File: src/rtl/core/tpcrt_pkg.sv
// Shared types and constants for the two-prime CRT limb recomposer.
// Used by tpcrt_mulmod, tpcrt_dpath, tpcrt_ctrl and two_prime_crt_limb_recompose.
// No dependencies.
package tpcrt_pkg;

   localparam int MAX_LIMBS = 4096;
   localparam int RES_W     = 52;   // signed residue field
   localparam int PRIME_W   = 51;
   localparam int V_W       = 102;  // Garner value p1*t + r1
   localparam int ACC_W     = 256;  // window accumulator
   localparam int LIMB_W    = 64;
   localparam int NLI_W     = 13;   // limb index
   localparam int LOW_W     = 12;
   localparam int BITS_W    = 6;
   localparam int CNT_W     = 15;   // chunk counter
   localparam int POS_W     = 21;   // chunk bit position
   localparam int STEPS     = 52;   // multiplier bits per modular operation
   localparam int STEP_W    = 6;
   localparam logic [CNT_W-1:0] CNT_MAX = {CNT_W{1'b1}};
   localparam logic [PRIME_W-1:0] PRIME_MIN = PRIME_W'(3);
   localparam logic [BITS_W-1:0] BITS_MIN = BITS_W'(40);
   localparam logic [BITS_W-1:0] BITS_MAX = BITS_W'(45);
   localparam logic [NLI_W-1:0] HIGH_MAX = NLI_W'(MAX_LIMBS);
   localparam logic [6:0] STRADDLE_SPAN = 7'd100;

   // configuration register indexes
   typedef enum logic [2:0] {
      CSR_PRIME_FIRST  = 3'd0,
      CSR_PRIME_SECOND = 3'd1,
      CSR_GARNER_INV   = 3'd2,
      CSR_SCALE_FIRST  = 3'd3,
      CSR_SCALE_SECOND = 3'd4,
      CSR_CHUNK_BITS   = 3'd5,
      CSR_WIN_LOW      = 3'd6,
      CSR_WIN_HIGH     = 3'd7
   } csr_index_type;

   // effective (clamped) configuration
   typedef struct packed {
      logic [PRIME_W-1:0] prime_first;
      logic [PRIME_W-1:0] prime_second;
      logic [PRIME_W-1:0] garner_inverse;
      logic [PRIME_W-1:0] scale_first;
      logic [PRIME_W-1:0] scale_second;
      logic [BITS_W-1:0]  chunk_bits;
      logic [LOW_W-1:0]   window_low;
      logic [NLI_W-1:0]   window_high;
   } cfg_type;

   // modular operations run one after another per chunk
   typedef enum logic [3:0] {
      OP_RED_X1, OP_RED_S1, OP_MUL_1,
      OP_RED_X2, OP_RED_S2, OP_MUL_2,
      OP_RED_R1, OP_RED_INV, OP_MUL_T, OP_MUL_V
   } op_type;

   typedef enum logic [2:0] {
      ST_IDLE, ST_START, ST_WAIT, ST_DECIDE, ST_EMIT, ST_SHIFT, ST_ADD, ST_FLUSH
   } state_type;

   typedef enum logic [1:0] {
      PL_NONE, PL_STRADDLE, PL_PLACE
   } place_type;

   typedef struct packed {
      logic   accept;       // latch chunk, advance counter
      logic   op_start;
      op_type op;
      logic   emit_place;   // emit limb 0 and jump to chunk's limb
      logic   make_addend;
      logic   do_add;
      logic   emit_flush;
      logic   flush_final;  // fourth flush limb carries last flag
   } cmd_type;

   typedef struct packed {
      logic      op_done;
      place_type kind;
      logic      gap;
      logic      flush_more;
      logic      out_free;
   } stat_type;

endpackage

File: src/rtl/core/tpcrt_ctrl.sv
// Controller: sequences the modular operations, placement and flush of one chunk.
// Depends on tpcrt_pkg.
module tpcrt_ctrl (
   input  logic                 clock,
   input  logic                 reset,
   input  logic                 req_tvalid,
   input  logic                 req_tlast,
   output logic                 req_tready,
   input  tpcrt_pkg::stat_type  stat,
   output tpcrt_pkg::cmd_type   cmd
);
   tpcrt_pkg::state_type state_ff, state_in;
   tpcrt_pkg::op_type    op_ff;
   logic [1:0]           fcnt_ff;
   logic                 last_ff, flushed_ff;
   logic                 flush_end;

   assign flush_end = (state_ff == tpcrt_pkg::ST_FLUSH) &&
                      (!stat.flush_more || (stat.out_free && fcnt_ff == 2'd3));

   // next state
   always_comb begin
      state_in = state_ff;
      unique case (state_ff)
         tpcrt_pkg::ST_IDLE:
            if (req_tvalid && !flushed_ff) state_in = tpcrt_pkg::ST_START;
         tpcrt_pkg::ST_START: state_in = tpcrt_pkg::ST_WAIT;
         tpcrt_pkg::ST_WAIT:
            if (stat.op_done)
               state_in = (op_ff == tpcrt_pkg::OP_MUL_V) ? tpcrt_pkg::ST_DECIDE
                                                         : tpcrt_pkg::ST_START;
         tpcrt_pkg::ST_DECIDE: begin
            unique case (stat.kind)
               tpcrt_pkg::PL_STRADDLE: state_in = tpcrt_pkg::ST_SHIFT;
               tpcrt_pkg::PL_PLACE:
                  state_in = stat.gap ? tpcrt_pkg::ST_EMIT : tpcrt_pkg::ST_SHIFT;
               default:
                  state_in = last_ff ? tpcrt_pkg::ST_FLUSH : tpcrt_pkg::ST_IDLE;
            endcase
         end
         tpcrt_pkg::ST_EMIT:
            if (stat.out_free) state_in = tpcrt_pkg::ST_SHIFT;
         tpcrt_pkg::ST_SHIFT: state_in = tpcrt_pkg::ST_ADD;
         tpcrt_pkg::ST_ADD:
            state_in = last_ff ? tpcrt_pkg::ST_FLUSH : tpcrt_pkg::ST_IDLE;
         tpcrt_pkg::ST_FLUSH:
            if (flush_end) state_in = tpcrt_pkg::ST_IDLE;
         default: state_in = tpcrt_pkg::ST_IDLE;
      endcase
   end

   // outputs
   always_comb begin
      cmd        = '0;
      cmd.op     = op_ff;
      req_tready = 1'b0;
      unique case (state_ff)
         tpcrt_pkg::ST_IDLE: begin
            req_tready = 1'b1;
            cmd.accept = req_tvalid && !flushed_ff;
         end
         tpcrt_pkg::ST_START: cmd.op_start    = 1'b1;
         tpcrt_pkg::ST_EMIT:  cmd.emit_place  = stat.out_free;
         tpcrt_pkg::ST_SHIFT: cmd.make_addend = 1'b1;
         tpcrt_pkg::ST_ADD:   cmd.do_add      = 1'b1;
         tpcrt_pkg::ST_FLUSH: begin
            cmd.emit_flush  = stat.flush_more && stat.out_free;
            cmd.flush_final = fcnt_ff == 2'd3;
         end
         default: ;
      endcase
   end

   // state and sequencing registers
   always_ff @(posedge clock) begin
      if (reset) begin
         state_ff   <= tpcrt_pkg::ST_IDLE;
         op_ff      <= tpcrt_pkg::OP_RED_X1;
         fcnt_ff    <= '0;
         last_ff    <= 1'b0;
         flushed_ff <= 1'b0;
      end else begin
         state_ff <= state_in;
         if (cmd.accept) begin
            op_ff   <= tpcrt_pkg::OP_RED_X1;
            fcnt_ff <= '0;
            last_ff <= req_tlast;
         end
         if (state_ff == tpcrt_pkg::ST_WAIT && stat.op_done &&
             op_ff != tpcrt_pkg::OP_MUL_V)
            op_ff <= tpcrt_pkg::op_type'(op_ff + 1'b1);
         if (cmd.emit_flush) fcnt_ff <= fcnt_ff + 1'b1;
         if (flush_end) flushed_ff <= 1'b1;
      end
   end
endmodule

File: config.mk
export PLATFORM = sky130hd
export DESIGN_NAME = tpcrt_ctrl
export DESIGN_NICKNAME = d
export VERILOG_FILES = /design/src/rtl/core/tpcrt_pkg.sv /design/src/rtl/core/tpcrt_ctrl.sv
export SDC_FILE = /design/constraint.sdc
export NUM_CORES = 1
export LEC_CHECK = 0
export ABC_CLOCK_PERIOD_IN_PS = 1800
export BUFFER_PORTS_ARGS = -buffer_cell sky130_fd_sc_hd__buf_2
export CAP_MARGIN = 25
export CORE_UTILIZATION = 49
export CTS_CLUSTER_SIZE = 40
export DETAILED_ROUTE_END_ITERATION = 10
export HOLD_SLACK_MARGIN = 0.06
export MAX_ROUTING_LAYER = met4
export PLACE_DENSITY = 0.76
export SLEW_MARGIN = 30
export SYNTH_ARGS = -nofsm -noshare
export SYNTH_HDL_FRONTEND = slang
export SYNTH_SLANG_ARGS = --single-unit
File: constraint.sdc
create_clock -name clock -period 1.8 [get_ports clock]
set_clock_uncertainty 0.1 [all_clocks]
set_input_delay 0.18 -clock clock [delete_from_list [all_inputs] [get_ports clock]]
set_output_delay 0.18 -clock clock [all_outputs]
set_load 0.02 [all_outputs]
==> reports/metrics.csv <==
stage;metric;value;unit
routing;initial DRC count;15;
floorplan;initial core utilization;0.554;
routing;via/cell ratio;5.71;
floorplan;Die ar.;1720;µm²
place;dpl cell area;860;µm²
sta;pins over their slew limit;0;
clocking;H-tree levels;1;
power;sequential power share;0.354;
power;Comb power frac;0.510;
setup_path;CP max-delay cell;dfxtp_2;
final_layout;Layout area overhead;17.5;%
synth;count of cell types in the netlist;39;
synth;Synth Flop Type;dfxtp_1;
floorplan;FP Rows;13;
clocking;TritonCTS Sinks;11;
floorplan;# IOs;22;
routing;Routed WL;1610;µm
synth;Synth Area per Inst;7.98;µm²
clocking;Root Driver;clkbuf_4;
synth;Post-synth EDFFs;0;
sta;Final period util;0.934;
sta;crit path time final;1680;ps
place;I/O Buffers;21;
sta;Slew @ Worst Pin;274;ps
setup_path;Worst EP required;1520;ps
routing;First-pass DRT Iterations;4;
synth;synth cell count leaders;a21oi_1 (11), dfxtp_1 (11), nand2_1 (8), nand3_1 (8), inv_1 (6);
worst_hold_path;Hold Path Class;input port to flop;
clocking;clock-pin transition on the worst setup and hold timing paths;60;ps
clocking;CTS tree;done;
final_layout;post-route cell area;900;µm²
synth;Post-Syn Instances;96;
power;clock share of power;0.136;
final_layout;diode count;0;
routing;Post-DRT Antenna Nets;0;
setup_path;Setup crit start kind;flop;
power;leakage power;0.404;nW
setup_path;critical path cell sequence;and3_2, nand3_1, inv_1, buf_2;
power;Pint;0.000634;W
sta;Max Clk Rate;595;MHz
global_routing;first-pass GRT wire length;2630;µm
global_routing;Overflow after GRT;0;
final_layout;Final Util;0.651;
synth;Yosys top cell area share;0.288;
outcome;status;completed;
job;MaxCap Viol Count;0;
sta;Rel. slew slack;0.817;
global_routing;overall global routing resource usage;0.196;
final_layout;Filler cells;132;
synth;synth warn;0;
final_layout;fin nets;134;
clocking;postcts setup bufs;0;
sta;Final setup viols;0;
sta;Final Hold Vio Count;0;
final_layout;share of cells above drive strength 1;0.297;
place;GP Congestion;0.823;
routing;detailed-route via count;760;
floorplan;Core ar.;1380;µm²
synth;Synth Register Bits;11;
place;detailed placement HPWL;1280;µm
synth;Yosys top cell by area;dfxtp_1;
setup_path;Worst path max stage delay;490;ps
synth;ys async rst share;0;
power;VDD IR-drop max;0.000842;V
synth;syn_nets;111;
setup_path;crit path capture type;output port;
sta;Hold Slack;124;ps
sta;Setup TNS;0;ps
synth;Mapped Area;766;µm²
synth;largest cells by area after synthesis;dfxtp_1 (29%), ha_1 (8.2%), a21oi_1 (7.2%);
setup_path;worst-path maximum fanout;16;
routing;number of remaining DRC errors;0;
floorplan;chip width;41.5;µm
power;Pwr Density;1300;nW/µm²
clocking;Worst-Skew Late Latency;260;ps
synth;post-synthesis sequential area ratio;0.288;
power;net switching power figure;0.000538;W
clocking;CTS Buffer Depth;2;
global_routing;initial antenna violation count;0;
floorplan;die height;41.5;µm
setup_path;Critical Path AT;1400;ps
power;switching share of power;0.459;
setup_path;critical path class;flop to output port;
routing;routed len/inst;12.1;µm
global_routing;vias in the first global route;607;
sta;RSZ-0062 raised after global routing;false;
power;post-route total power;0.00117;W
global_routing;largest net degree at the start of global routing;17;
clocking;TritonCTS Buffers;3;
-- critical path: cells and delay by family, from the launching register on --
kind | cells | cell delay (ps)
buffers and inverters | 2 | 280
and+or+nand+nor | 2 | 370
DFF | 1 | 490
-- path summary, 6_finish.rpt --
path | to | start | cells after the start | slack [ps]
setup / recovery | cmd[1] | state_ff[1]$_SDFFE_PP0P_ | 4 | 120
hold / removal | state_ff[0]$_SDFFE_PP0P_ | reset | 2 | 120
setup reg to reg | state_ff[1]$_SDFFE_PP0P_ | state_ff[0]$_SDFFE_PP0P_ | 4 | 290
hold reg to reg | fcnt_ff[1]$_SDFFE_PP0P_ | fcnt_ff[1]$_SDFFE_PP0P_ | 2 | 380
-- per-layer routing --
layer / global-route usage / up-vias / wire length (µm)
met2: 0.319 / 21 / 814
met4: 0.00645 / 0 / 0
met1: 0.245 / 352 / 702
met3: 0.0739 / 0 / 97
li1: - / 387 / -
met5: - / - / 0
-- cell type report --
cell class | instances | area, µm² | share of cell area
Multi-Input combinational cell | 73 | 485 | 0.540
Sequential cell | 11 | 224 | 0.249
Timing Repair Buffer | 22 | 115 | 0.128
Inverter | 8 | 30.0 | 0.0334
Clock buffer | 4 | 26.3 | 0.0292
Tap cell | 15 | 18.8 | 0.0209
-- logic make-up (layout without fill, tap and decap cells) --
logic type,after synthesis,after routing,share of synthesized area
xor gates and xnor gates,1,1,0.0114
adders and majority gates,5,5,0.0817
and+or+nand+nor,44,44,0.338
buffers and inverters,12,34,0.0784
AOI/OAI and AO/OA,23,23,0.203
DFF,11,11,0.288
-- per-stage QoR --
stage | worst slack [ps] | std cells
after floorplan | 110 | 96
after global placement | 237 | 128
after detailed placement | 175 | 128
after CTS | 3.60 | 133
after global routing | 27.5 | 133
final | 118 | 133
-- cell usage in the layout (no fill, tap or decap), types with 2 or more instances in the layout --
cell type / instances
dfxtp_1: 8
nand2_1: 8
a21o_1: 2
inv_2: 2
nor2_1: 2
nand3_1: 8
inv_1: 6
nor3_1: 5
nand4_1: 2
a21oi_1: 11
nand2b_1: 2
ha_1: 5
clkbuf_4: 3
buf_2: 21
dfxtp_2: 3
nand3b_1: 2
or2_0: 4
-- state kept, by name (all words and copies together), names as in the netlist --
signal and count:
op_ff 4, state_ff 3, fcnt_ff 2, flushed_ff 1, last_ff 1
-- repair_timing --
action	CTS	global route
endpoints found under the setup margin	1	3
hold buffers	1	0
endpoints found under the hold margin	1	0
pin swaps	0	0
resized for setup	2	1
-- power groups by stage --
stage / logic (W) / registers (W) / clock network [W]
after detailed placement: 0.000598 / 0.000411 / 0
final: 0.000597 / 0.000415 / 0.000159
after floorplan: 0.000567 / 0.000330 / 0
after global placement: 0.000577 / 0.000407 / 0
after CTS: 0.000601 / 0.000411 / 0.000166
after global routing: 0.000652 / 0.000431 / 0.000173
(Power assumes the default switching activity.)
